[src/hdl/mfcda_pkg.sv]
// ----------------------------------------------------------------------------
// mfcda_pkg
// Shared types and constants for the minifloat convert/double/add unit.
// ----------------------------------------------------------------------------
`default_nettype none

package mfcda_pkg;

   localparam int unsigned WordWidth = 32;
   localparam int unsigned ExpWidth  = 5;
   localparam int unsigned FracWidth = 26;
   localparam int unsigned MagWidth  = 28;

   localparam logic [ExpWidth-1:0] ExpInf = 5'd31;

   typedef enum logic [1:0] {
      ACT_CONVERT = 2'd0,
      ACT_DOUBLE  = 2'd1,
      ACT_ADD     = 2'd2,
      ACT_NONE    = 2'd3
   } action_type;

   // Sum stage output for add.
   typedef struct packed {
      logic                sign;
      logic [4:0]          exp;
      logic [MagWidth-1:0] mag;
   } sum_type;

endpackage

`default_nettype wire

[src/hdl/mfcda_align.sv]
// ----------------------------------------------------------------------------
// mfcda_align
// Stage 1: convert and double finish here; add aligns the two magnitudes.
// ----------------------------------------------------------------------------
`default_nettype none

module mfcda_align (
   input  wire logic                    clock,
   input  wire logic                    reset,
   input  wire logic                    advance,
   input  wire logic                    in_valid,
   input  wire logic [1:0]              in_action,
   input  wire logic [31:0]             in_a,
   input  wire logic [31:0]             in_b,
   output      logic                    out_valid,
   output      logic                    out_is_add,
   output      logic [31:0]             out_direct,
   output      logic                    out_sa,
   output      logic                    out_sb,
   output      logic [4:0]              out_exp,
   output      logic [26:0]             out_ma,
   output      logic [26:0]             out_mb
);

   logic        valid_ff;
   logic        is_add_ff, is_add_in;
   logic [31:0] direct_ff, direct_in;
   logic        sa_ff, sb_ff;
   logic [4:0]  exp_ff, exp_in;
   logic [26:0] ma_ff, ma_in, mb_ff, mb_in;

   logic [8:0]  conv_e;
   logic [22:0] conv_m;
   logic [4:0]  conv_d;
   logic [31:0] conv_r, dbl_r;
   logic [4:0]  dbl_e;
   logic [26:0] dbl_m;
   logic [4:0]  ea, eb, align_dist;
   logic [26:0] ha, hb;

   always_comb begin
      // Convert: rebias by 112.
      conv_e = {1'b0, in_a[30:23]} - 9'd112;
      conv_m = in_a[22:0];
      conv_d = 5'd0;
      if (in_a[30:23] >= 8'd143) begin
         conv_r = {in_a[31], mfcda_pkg::ExpInf, 26'd0};
      end else if (in_a[30:23] < 8'd112) begin
         conv_d = 5'(8'd112 - in_a[30:23]);
         conv_m = (in_a[30:23] <= 8'd89) ? 23'd0 : (in_a[22:0] >> conv_d);
         conv_r = {in_a[31], 5'd0, conv_m, 3'd0};
      end else begin
         conv_r = {in_a[31], conv_e[4:0], conv_m, 3'd0};
      end

      // Double.
      dbl_e = in_a[30:26];
      dbl_m = {in_a[25:0], 1'b0};
      if (in_a[30:0] == 31'd0) begin
         dbl_r = in_a;
      end else if (dbl_e == 5'd0) begin
         dbl_r = {in_a[31], 4'd0, dbl_m[26], dbl_m[25:0]};
      end else if (dbl_e < 5'd30) begin
         dbl_r = {in_a[31], dbl_e + 5'd1, in_a[25:0]};
      end else begin
         dbl_r = {in_a[31], mfcda_pkg::ExpInf, 26'd0};
      end

      // Add alignment.
      ea = in_a[30:26];
      eb = in_b[30:26];
      ha = {(ea != 5'd0), in_a[25:0]};
      hb = {(eb != 5'd0), in_b[25:0]};
      ma_in = ha;
      mb_in = hb;
      if (ea < eb) begin
         align_dist = eb - ea;
         ma_in      = (align_dist >= 5'd27) ? 27'd0 : (ha >> align_dist);
         exp_in     = eb;
      end else begin
         align_dist = ea - eb;
         mb_in      = (align_dist >= 5'd27) ? 27'd0 : (hb >> align_dist);
         exp_in     = ea;
      end

      is_add_in = (in_action == mfcda_pkg::ACT_ADD);
      unique case (in_action)
         mfcda_pkg::ACT_CONVERT: direct_in = conv_r;
         mfcda_pkg::ACT_DOUBLE:  direct_in = dbl_r;
         default:                direct_in = 32'd0;
      endcase
   end

   always_ff @(posedge clock) begin
      if (reset) begin
         valid_ff <= 1'b0;
      end else if (advance) begin
         valid_ff <= in_valid;
      end
      if (advance) begin
         is_add_ff <= is_add_in;
         direct_ff <= direct_in;
         sa_ff     <= in_a[31];
         sb_ff     <= in_b[31];
         exp_ff    <= exp_in;
         ma_ff     <= ma_in;
         mb_ff     <= mb_in;
      end
   end

   assign out_valid  = valid_ff;
   assign out_is_add = is_add_ff;
   assign out_direct = direct_ff;
   assign out_sa     = sa_ff;
   assign out_sb     = sb_ff;
   assign out_exp    = exp_ff;
   assign out_ma     = ma_ff;
   assign out_mb     = mb_ff;

endmodule

`default_nettype wire

[src/hdl/mfcda_sum.sv]
// ----------------------------------------------------------------------------
// mfcda_sum
// Stage 2: adds or subtracts the aligned magnitudes and counts leading zeros.
// ----------------------------------------------------------------------------
`default_nettype none

module mfcda_sum (
   input  wire logic                 clock,
   input  wire logic                 reset,
   input  wire logic                 advance,
   input  wire logic                 in_valid,
   input  wire logic                 in_is_add,
   input  wire logic [31:0]          in_direct,
   input  wire logic                 in_sa,
   input  wire logic                 in_sb,
   input  wire logic [4:0]           in_exp,
   input  wire logic [26:0]          in_ma,
   input  wire logic [26:0]          in_mb,
   output      logic                 out_valid,
   output      logic                 out_is_add,
   output      logic [31:0]          out_direct,
   output      mfcda_pkg::sum_type   out_sum,
   output      logic [4:0]           out_lz
);

   logic                valid_ff;
   logic                is_add_ff;
   logic [31:0]         direct_ff;
   mfcda_pkg::sum_type  sum_ff, sum_in;
   logic [4:0]          lz_ff, lz_in;

   always_comb begin
      sum_in.exp = in_exp;
      if (in_sa == in_sb) begin
         sum_in.mag  = {1'b0, in_ma} + {1'b0, in_mb};
         sum_in.sign = in_sa;
      end else if (in_ma >= in_mb) begin
         sum_in.mag  = {1'b0, in_ma - in_mb};
         sum_in.sign = in_sa;
      end else begin
         sum_in.mag  = {1'b0, in_mb - in_ma};
         sum_in.sign = in_sb;
      end
      // Distance from bit 26 to the leading one. A zero sum gives 31 so that
      // the left shift always runs the exponent down to zero.
      lz_in = 5'd31;
      for (int i = 0; i <= 26; i++) begin
         if (sum_in.mag[i]) lz_in = 5'(26 - i);
      end
   end

   always_ff @(posedge clock) begin
      if (reset) begin
         valid_ff <= 1'b0;
      end else if (advance) begin
         valid_ff <= in_valid;
      end
      if (advance) begin
         is_add_ff <= in_is_add;
         direct_ff <= in_direct;
         sum_ff    <= sum_in;
         lz_ff     <= lz_in;
      end
   end

   assign out_valid  = valid_ff;
   assign out_is_add = is_add_ff;
   assign out_direct = direct_ff;
   assign out_sum    = sum_ff;
   assign out_lz     = lz_ff;

endmodule

`default_nettype wire

[src/hdl/mfcda_norm.sv]
// ----------------------------------------------------------------------------
// mfcda_norm
// Stage 3: normalizes the add result, passes convert and double results through, and registers the output word.
// ----------------------------------------------------------------------------
`default_nettype none

module mfcda_norm (
   input  wire logic                 clock,
   input  wire logic                 reset,
   input  wire logic                 advance,
   input  wire logic                 in_valid,
   input  wire logic                 in_is_add,
   input  wire logic [31:0]          in_direct,
   input  wire mfcda_pkg::sum_type   in_sum,
   input  wire logic [4:0]           in_lz,
   output      logic                 out_valid,
   output      logic [31:0]          out_result
);

   logic        valid_ff;
   logic [31:0] result_ff, result_in;
   logic [27:0] rm;
   logic [5:0]  re;
   logic [4:0]  shift;

   always_comb begin
      rm    = in_sum.mag;
      re    = {1'b0, in_sum.exp};
      shift = 5'd0;
      if (rm[27] && in_sum.exp < mfcda_pkg::ExpInf) begin
         // One right step suffices since the sum stays below 2^28.
         rm = rm >> 1;
         re = re + 6'd1;
      end else if (in_sum.exp != 5'd0 && in_sum.exp < mfcda_pkg::ExpInf && !rm[26]) begin
         shift = (in_lz < in_sum.exp) ? in_lz : in_sum.exp;
         rm    = rm << shift;
         re    = re - {1'b0, shift};
      end
      if (re >= 6'd31) begin
         result_in = {in_sum.sign, mfcda_pkg::ExpInf, 26'd0};
      end else if (re != 6'd0) begin
         result_in = {in_sum.sign, re[4:0], rm[25:0]};
      end else begin
         // Exponent 0: bit 26 lands in the exponent's low bit.
         result_in = {in_sum.sign, 4'd0, rm[26:0]};
      end
      if (!in_is_add) result_in = in_direct;
   end

   always_ff @(posedge clock) begin
      if (reset) begin
         valid_ff <= 1'b0;
      end else if (advance) begin
         valid_ff <= in_valid;
      end
      if (advance) begin
         result_ff <= result_in;
      end
   end

   assign out_valid  = valid_ff;
   assign out_result = result_ff;

endmodule

`default_nettype wire

[src/hdl/minifloat_convert_double_add_unit.sv]
// ----------------------------------------------------------------------------
// minifloat_convert_double_add_unit
// Convert, double and add for a 1/5/26 custom float format.
// ----------------------------------------------------------------------------
// Usage:
//   A request carries req_action, req_operand_a and req_operand_b and is
//   taken when req_valid is high and req_stall is low. Each request gives one
//   response on rsp_result_value, offered with rsp_valid until the receiver
//   holds rsp_stall low.
//   The pipeline has three register stages: align, sum with leading-zero
//   count, and normalize. One request is taken every cycle while req_stall
//   is low.
//   When rsp_stall is high and the last stage holds a response, the whole
//   pipeline freezes and req_stall is raised; nothing is dropped or repeated.
//   Empty stages freeze as well, so a bubble is not squeezed out by a stall.
//   Reset clears all valid bits; the pipeline is empty afterwards.
// ----------------------------------------------------------------------------
`default_nettype none

module minifloat_convert_double_add_unit (
   input  wire logic        clock,
   input  wire logic        reset,
   input  wire logic        req_valid,
   output      logic        req_stall,
   input  wire logic [1:0]  req_action,
   input  wire logic [31:0] req_operand_a,
   input  wire logic [31:0] req_operand_b,
   output      logic        rsp_valid,
   input  wire logic        rsp_stall,
   output      logic [31:0] rsp_result_value
);

   logic               advance;
   logic               s1_valid, s1_is_add, s1_sa, s1_sb;
   logic [31:0]        s1_direct;
   logic [4:0]         s1_exp;
   logic [26:0]        s1_ma, s1_mb;
   logic               s2_valid, s2_is_add;
   logic [31:0]        s2_direct;
   mfcda_pkg::sum_type s2_sum;
   logic [4:0]         s2_lz;

   assign advance   = !(rsp_valid && rsp_stall);
   assign req_stall = !advance;

   mfcda_align u_align (
      .clock(clock), .reset(reset), .advance(advance),
      .in_valid(req_valid), .in_action(req_action),
      .in_a(req_operand_a), .in_b(req_operand_b),
      .out_valid(s1_valid), .out_is_add(s1_is_add), .out_direct(s1_direct),
      .out_sa(s1_sa), .out_sb(s1_sb), .out_exp(s1_exp),
      .out_ma(s1_ma), .out_mb(s1_mb)
   );

   mfcda_sum u_sum (
      .clock(clock), .reset(reset), .advance(advance),
      .in_valid(s1_valid), .in_is_add(s1_is_add), .in_direct(s1_direct),
      .in_sa(s1_sa), .in_sb(s1_sb), .in_exp(s1_exp),
      .in_ma(s1_ma), .in_mb(s1_mb),
      .out_valid(s2_valid), .out_is_add(s2_is_add), .out_direct(s2_direct),
      .out_sum(s2_sum), .out_lz(s2_lz)
   );

   mfcda_norm u_norm (
      .clock(clock), .reset(reset), .advance(advance),
      .in_valid(s2_valid), .in_is_add(s2_is_add), .in_direct(s2_direct),
      .in_sum(s2_sum), .in_lz(s2_lz),
      .out_valid(rsp_valid), .out_result(rsp_result_value)
   );

endmodule

`default_nettype wire

[config.mk]
export PLATFORM = sky130hd
export DESIGN_NAME = minifloat_convert_double_add_unit
export DESIGN_NICKNAME = d
export VERILOG_FILES = /design/src/hdl/mfcda_pkg.sv /design/src/hdl/mfcda_align.sv /design/src/hdl/mfcda_sum.sv /design/src/hdl/mfcda_norm.sv /design/src/hdl/minifloat_convert_double_add_unit.sv
export SDC_FILE = /design/constraint.sdc
export NUM_CORES = 1
export LEC_CHECK = 0
export BUFFER_PORTS_ARGS = -buffer_cell sky130_fd_sc_hd__buf_2
export CAP_MARGIN = 30
export CORE_MARGIN = 2
export CORE_UTILIZATION = 50
export CTS_CLUSTER_SIZE = 30
export DETAILED_ROUTE_END_ITERATION = 10
export GPL_ROUTABILITY_DRIVEN = 1
export PLACE_DENSITY = 0.67
export REMOVE_ABC_BUFFERS = 1
export SYNTH_ARGS = -nofsm -noshare
export SYNTH_HDL_FRONTEND = slang
export SYNTH_SLANG_ARGS = --single-unit
[constraint.sdc]
create_clock -name clock -period 9.83 [get_ports clock]
set_clock_uncertainty 0.15 [all_clocks]
set_input_delay 0.983 -clock clock [delete_from_list [all_inputs] [get_ports clock]]
set_output_delay 0.983 -clock clock [all_outputs]
set_load 0.01 [all_outputs]
==> metrics.yaml, run 1 <==
run_status:
  status: "completed"
synth:
  ys.flop_type: "edfxtp_1"
  yosysSeqAreaShare_pct: 32.3
  syn_avg_cell_area_um2: 8.86
  synth_warnings: 0
  synthCells: 2097
  synthArstFlopShare_pct: 0
  synth_cell_types: 98
  synth-seq-cells: 201
  syn_area_um2: 18600
  synth-edff-count: 198
setup_path:
  critPathKind: "flop to flop"
  worst_path_largest_cell_delay_ns: 0.49
  crit_path_start_kind: "flop"
  cp_cell_sequence: "inv_1 > ha_1 > a21o_1 > a21o_1 > a21o_1 > a21oi_4 > mux2i_1 > inv_2 > ha_1 > fa_1 > inv_1 > a21o_1 > a21oi_1 > xor2_1 > o21ai_0 > a21oi_1 > o41ai_2 > buf_4 > nand2b_1 > nor3_1 > a221o_1"
  cp_max_fo: 31
  crit_arrival_ns: 5.93
  critPathMostFrequentCell: "a21o_1"
  end_kind: "flop"
  cp_data_required_time_ns: 9.95
  critPathSlowestCell: "edfxtp_1"
placement:
  gp_congestion: 0.975
  placedCellCount: 2535
  place_ws_ns: 4.12
  io_buffers: 103
  dp_hpwl_mm: 44.8
timing:
  final_max_slew_viol_count: 0
  hold_viol: 0
  slew_headroom_pct: 34.7
  setup_viol: 0
  post-route-min-period_ns: 5.81
  tightest_slew_ns: 0.979
  tns_ns: 0
  postLayoutSetupSlackWorst_ns: 4.02
  rsz0062_at_grt: "false"
  post-route-period-util_pct: 59.1
  fmax_mhz: 172
pwr:
  finalPower_mw: 5.28
  p_leak_nw: 8.25
  vdd_drop_max_uv: 137
  cellPowerDensity_nw_per_um2: 264
clocking:
  cts_tree: "yes"
  clkSinkCount: 201
  clk_pin_slew_ns: 0.06
  post_cts_resized: 0
  cts_max_level: 1
  clock_latency_ns: 0.53
  ctsHoldBuffers: 0
  numCtsBuffers: 22
  clock_path_buffers: 3
  cts_setup_buffers: 0
  root_buffer: "clkbuf_16"
finish:
  n_fill_cell: 3373
  synthToLayoutAreaGrowth_pct: 7.80
  nets: 2273
  final-seq-area_um2: 6010
  layoutNonFillerInstCount: 2574
  diodes: 0
  multiInputGateArea_um2: 11500
  drive_above_1_share_pct: 13.9
drt:
  first_iter_violations: 2312
  routedWlPerCell_um: 23.3
  viasPerCell: 6.61
  vias: 17000
  ant_nets: 0
  dr.pass1.iters: 7
  drc_errors: 0
  drt_wl_total_mm: 60.0
floorplanning:
  dieArea_um2: 38700
  die_x_um: 197
  start_util_pct: 50.7
  coreArea_um2: 36600
  rows: 70
  die-height_um: 197
  num_io_pins: 104
worst_hold_path:
  hold_path.class: "flop to flop"
flow_run:
  cap_violations: 0
global_route:
  grt_max_degree: 77
  grt_pass1_wl_mm: 92.3
  first_global_vias: 15600
  grtUsageTotal_pct: 30.6
  gr-total-overflow: 0
  antenna_found_initial: 0
[per-layer routing]
layer / track usage [%] / vias up / part of all wire, %
li1: - / 7826 / -
met1: 43.7 / 8095 / 42
met2: 48.1 / 935 / 45
met3: 4.41 / 151 / 9.0
met4: 9.91 / 0 / 3.4
met5: 0 / - / 0
[critical path, delay by kind of cell, from the launching register on]
kind                       cells  cell delay (ns)
adders and majority gates      3             1.02
muxes                          1             0.35
DFF                            1             0.49
and+or+nand+nor                2             0.51
xor gates and xnor gates       1             0.14
AOI/OAI and AO/OA             10             1.97
buffers and inverters          4             0.89
[sequential cells by signal (all words and copies together) (netlist names), 5 cells and up]
signal,count
u_sum.out_sum,34
u_align.out_direct,32
u_norm.out_result,32
u_sum.out_direct,32
u_align.out_ma,27
u_align.out_mb,27
u_align.out_exp,5
u_sum.out_lz,5
[synth_stat cells (6+ instances only)]
| cell type | instances | area, um^2 |
|---|---|---|
| nand2_1 | 247 | 927 |
| edfxtp_1 | 198 | 5950 |
| nor2_1 | 197 | 739 |
| a21oi_1 | 167 | 836 |
| o21ai_0 | 126 | 631 |
| inv_1 | 116 | 435 |
| clkbuf_1 | 115 | 432 |
| ha_1 | 105 | 1310 |
| mux2i_1 | 83 | 831 |
| a22oi_1 | 45 | 338 |
| mux4_2 | 45 | 1010 |
| nand3_1 | 37 | 185 |
| o22ai_1 | 35 | 219 |
| nor3_1 | 29 | 145 |
| a211oi_1 | 27 | 203 |
| mux2_2 | 26 | 293 |
| xnor2_1 | 26 | 228 |
| a31oi_1 | 25 | 156 |
| nor2b_1 | 25 | 156 |
| o211ai_1 | 24 | 180 |
| o31ai_1 | 24 | 180 |
| a21o_1 | 20 | 150 |
| nor4_1 | 17 | 106 |
| xor2_1 | 16 | 140 |
| buf_1 | 15 | 56.3 |
| o21bai_1 | 15 | 113 |
| buf_2 | 14 | 70.1 |
| nand2b_1 | 14 | 87.6 |
| a221oi_1 | 13 | 114 |
| a32oi_1 | 12 | 105 |
| nand4_1 | 12 | 75.1 |
| o21a_1 | 12 | 90.1 |
| a221o_1 | 11 | 110 |
| buf_6 | 9 | 101 |
| buf_4 | 8 | 60.1 |
| a31o_2 | 7 | 61.3 |
| and2_1 | 7 | 43.8 |
| and3_1 | 7 | 43.8 |
| o2bb2ai_1 | 7 | 61.3 |
| or3_1 | 7 | 43.8 |
| a21boi_0 | 6 | 45.0 |
| fa_1 | 6 | 120 |
| o21ai_1 | 6 | 30.0 |
[layout make-up]
cell class / count / share of cell area [%]
clock buffers: 25 / 2.81
clock inverters: 13 / 0.806
inverters: 121 / 2.27
multi-input cells: 1614 / 57.2
flip-flops and latches: 201 / 30.0
well taps: 468 / 2.92
repair buffers: 132 / 3.96
[layout by cell type, fill, tap and decap left out, drive strengths merged, types with 17 or more instances in the layout]
master	count
inv	122
o31ai	27
mux4	45
xnor2	29
buf	132
a21oi	172
nor4	17
nor2b	25
nor3	29
nand2	248
ha	105
mux2i	84
edfxtp	198
mux2	26
a22oi	45
a31oi	25
a211oi	29
nor2	199
o211ai	24
o22ai	36
a21o	20
nand3	38
o21ai	135
clkbuf	25
[cells by family after synthesis]
kind of cell	count (synthesis)	share of synthesized area [%]
AOI/OAI and AO/OA	675	24.7
muxes	155	11.6
xor gates and xnor gates	45	2.24
and+or+nand+nor	628	15.1
buffers and inverters	282	6.32
adders and majority gates	111	7.72
DFF	201	32.3
[final timing paths]
kind	from	endpoint	slack [ns]	cells past startpoint
worst max-delay path	u_sum.out_sum[29]	u_norm.out_result[20]	4.02	21
worst min-delay path	u_align.out_direct[11]	u_sum.out_direct[11]	0.26	0
worst max register to register	u_sum.out_sum[29]	u_norm.out_result[20]	4.02	21
worst min register to register	u_align.out_direct[11]	u_sum.out_direct[11]	0.26	0
[power by group]
part | internal, mW | switching (mW) | total, mW
Clock | 0.493 | 0.347 | 0.840
Sequential | 1.21 | 0.264 | 1.47
Combinational | 1.13 | 1.83 | 2.97
[through the flow]
step / cell area (um^2) / hold WS [ns] / utilization, %
6_report: 20000 / 0.262 / 54.7
2_1_floorplan: 17900 / 0.250 / -
3_5_place_dp: 19300 / 0.255 / 52.6
5_1_grt: 20000 / 0.265 / 54.7
3_3_place_gp: 19200 / 0.251 / 52.4
4_1_cts: 20000 / 0.258 / 54.6
(Power assumes the default switching activity.)
==> run 2: changes to the inputs <==
--- a/config.mk
+++ b/config.mk
@@ -12,7 +12,7 @@
 export CTS_CLUSTER_SIZE = 30
 export DETAILED_ROUTE_END_ITERATION = 10
 export GPL_ROUTABILITY_DRIVEN = 1
-export PLACE_DENSITY = 0.67
+export PLACE_DENSITY = 0.7
 export REMOVE_ABC_BUFFERS = 1
 export SYNTH_ARGS = -nofsm -noshare
 export SYNTH_HDL_FRONTEND = slang
==> constraint.sdc (replaced) <==
create_clock -name clock -period 5.3 [get_ports clock]
set_clock_uncertainty 0.15 [all_clocks]
set_input_delay 0.53 -clock clock [delete_from_list [all_inputs] [get_ports clock]]
set_output_delay 0.53 -clock clock [all_outputs]
set_load 0.01 [all_outputs]
==> run 2 against run 1 <==
  * Cell count increased by 0.78%
  * Largest cell class unchanged
  * Highest routed layer unchanged
  * Die area unchanged
  * Setup slack got worse by 3.7 ns
  * First-iteration DRC count decreased by 7.7%
  * Critical path depth decreased by 6
  * Clock-buffer cell count decreased by 3
  * Sequential cell count unchanged
  * Register-to-register slack got worse by 3.7 ns
  * Fmax increased by 17%
  * Combinational power increased by 86%
==> metrics.yaml, run 2 (synthesis gave the netlist of run 1 again) <==
timing:
  slew_headroom_pct: 20.8  # was 34.7%
  rsz0062_at_grt: "false"  # unchanged
  hold_viol: 0  # unchanged
  tns_ns: 0  # unchanged
  postLayoutSetupSlackWorst_ns: 0.315  # was 4.02 ns
  final_max_slew_viol_count: 0  # unchanged
  tightest_slew_ns: 1.19  # was 0.979 ns
  hold-worst-slack_ns: 0.0623  # was 0.262 ns
  post-route-period-util_pct: 94.1  # was 59.1%
  post-route-min-period_ns: 4.99  # was 5.81 ns
  setup_viol: 0  # unchanged
  fmax_mhz: 201  # was 172 MHz
drt:
  viasPerCell: 6.60  # was 6.61
  drc_errors: 0  # unchanged
  drt_wl_total_mm: 61.0  # was 60.0 mm
  dr.pass1.iters: 6  # was 7
  routedWlPerCell_um: 23.5  # was 23.3 um
  ant_nets: 0  # unchanged
  first_iter_violations: 2133  # was 2312
  vias: 17100  # was 17000
clocking:
  root_buffer: "clkbuf_16"  # unchanged
  cts_tree: "yes"  # unchanged
  clock_path_buffers: 3  # unchanged
  cts_max_level: 1  # unchanged
  ctsHoldBuffers: 0  # unchanged
  clk_pin_slew_ns: 0.06  # about the same
  clock_latency_ns: 0.51  # was 0.53 ns
  numCtsBuffers: 21  # was 22
  clkSinkCount: 201  # unchanged
placement:
  dp_hpwl_mm: 45.8  # was 44.8 mm
  io_buffers: 103  # unchanged
  place_ws_ns: 0.334  # was 4.12 ns
  placedCellCount: 2554  # was 2535
  gp_congestion: 0.988  # was 0.975
setup_path:
  cp_data_required_time_ns: 5.41  # was 9.95 ns
  cp_max_fo: 15  # was 31
  reg2reg_depth: 15  # was 21
  r2r_start: "u_align.out_ma[12]"  # was u_sum.out_sum[29]
  crit_arrival_ns: 5.09  # was 5.93 ns
  r2r_end: "u_sum.out_lz[3]"  # was u_norm.out_result[20]
  r2r_slack_ns: 0.31  # was 4.02 ns
  critPathKind: "flop to flop"  # unchanged
  end_kind: "flop"  # unchanged
  crit_path_start_kind: "flop"  # unchanged
floorplanning:
  num_io_pins: 104  # unchanged
  die-height_um: 197  # unchanged
  rows: 70  # unchanged
  coreArea_um2: 36600  # unchanged
  die_x_um: 197  # unchanged
  start_util_pct: 50.7  # unchanged
  dieArea_um2: 38700  # unchanged
flow_run:
  cap_violations: 0  # unchanged
global_route:
  grt_pass1_wl_mm: 92.9  # was 92.3 mm
  grt_max_degree: 202  # was 77
  grtUsageTotal_pct: 30.8  # was 30.6%
  gr-total-overflow: 0  # unchanged
  antenna_found_initial: 0  # unchanged
  first_global_vias: 15500  # was 15600
pwr:
  cellPowerDensity_nw_per_um2: 488  # was 264 nW/um^2
  vdd_drop_max_uv: 220  # was 137 uV
  p_leak_nw: 8.33  # was 8.25 nW
finish:
  final_common_cell: "nand2_1"  # unchanged
  n_fill_cell: 3450  # was 3373
  drive_above_1_share_pct: 14.9  # was 13.9%
  nets: 2292  # was 2273
  synthToLayoutAreaGrowth_pct: 8.47  # was 7.80%
  layoutNonFillerInstCount: 2594  # was 2574
  diodes: 0  # unchanged
  layout_common_cells: "nand2_1 (246), edfxtp_1 (198), nor2_1 (197)"  # unchanged
  largest_register_ffs: 34  # unchanged
run_status:
  status: "completed"  # unchanged
worst_hold_path:
  hold_path.class: "input pin to flop"  # was flop to flop
  min-delay-start: "reset"  # was u_align.out_direct[11]
  hold_end: "u_align.out_valid"  # was u_sum.out_direct[11]
  hold_depth: 2  # was 0
-- run 2: changes by cell type in the layout (fill, tap and decap cells not counted), sizes merged --
cell      previous run  this run
bufinv               3         4
clkinvlp             0         2
clkbuf              25        22
buf                132       152
-- run 2: worst max-delay path: stages (launching register included) --
cell       delay [ns]
edfxtp_1         0.40
inv_1            0.07
ha_1             0.47
a21oi_1          0.32
o21ai_0          0.21
o2111ai_1        0.27
and3_1           0.65
buf_4            0.26
a21oi_1          0.05
o22ai_2          0.18
a32oi_1          0.23
nor4_1           0.32
a211oi_1         0.10
xnor2_1          0.39
nand2_1          0.20
nor4b_1          0.47
-- run 2: worst max-delay path by stage --
stage          cells after the start               endpoint                from
2_1_floorplan                     19  u_norm.out_result[16]   u_sum.out_sum[29]
3_3_place_gp                      20  u_norm.out_result[20]   u_sum.out_sum[29]
3_5_place_dp                      20  u_norm.out_result[20]   u_sum.out_sum[29]
4_1_cts                           20  u_norm.out_result[20]   u_sum.out_sum[29]
5_1_grt                           21  u_norm.out_result[10]   u_sum.out_sum[29]
6_report                          15        u_sum.out_lz[3]  u_align.out_ma[12]
-- run 2: per-layer routing --
layer,vias up,GRT usage (%),wire [um]
li1,7848,-,-
met1,8223,44.0,26500
met2,922,49.2,27700
met3,127,3.87,4930
met4,0,8.91,1820
met5,-,0,0
-- run 2: layout make-up --
| cell class | count | area [um^2] | share of cell area, % |
|---|---|---|---|
| Multi-Input combinational cell | 1614 | 11500 | 56.9 |
| Sequential cell | 201 | 6010 | 29.8 |
| Timing Repair Buffer | 152 | 896 | 4.45 |
| Tap cell | 468 | 586 | 2.91 |
| Clock buffer | 22 | 529 | 2.63 |
| Inverter | 121 | 454 | 2.25 |
| Clock inverter | 16 | 206 | 1.02 |
-- run 2: report_power, final --
group,leakage [nW],internal [mW],total [mW],switching (mW)
Sequential,2.25,2.24,2.75,0.502
Clock,0.356,0.934,1.56,0.631
Combinational,5.72,2.14,5.53,3.40
Total,8.33,5.31,9.84,4.53
-- run 2: metrics by stage --
stage                     cell area, um^2  total power [mW]  utilization [%]
final                               20100              9.84             55.0
after global routing                20100              10.4             55.0
after CTS                           20100              9.72             55.0
after detailed placement            19400              8.14             53.0
after global placement              19400              8.13             53.0
after floorplan                     17900              6.35                -
-- run 2: what timing repair did --
item                                    in CTS  in global routing
endpoints found under the hold margin        0                  0
endpoints found under the setup margin       0                 12
gates resized for setup                      0                  1
setup buffers                                0                  2
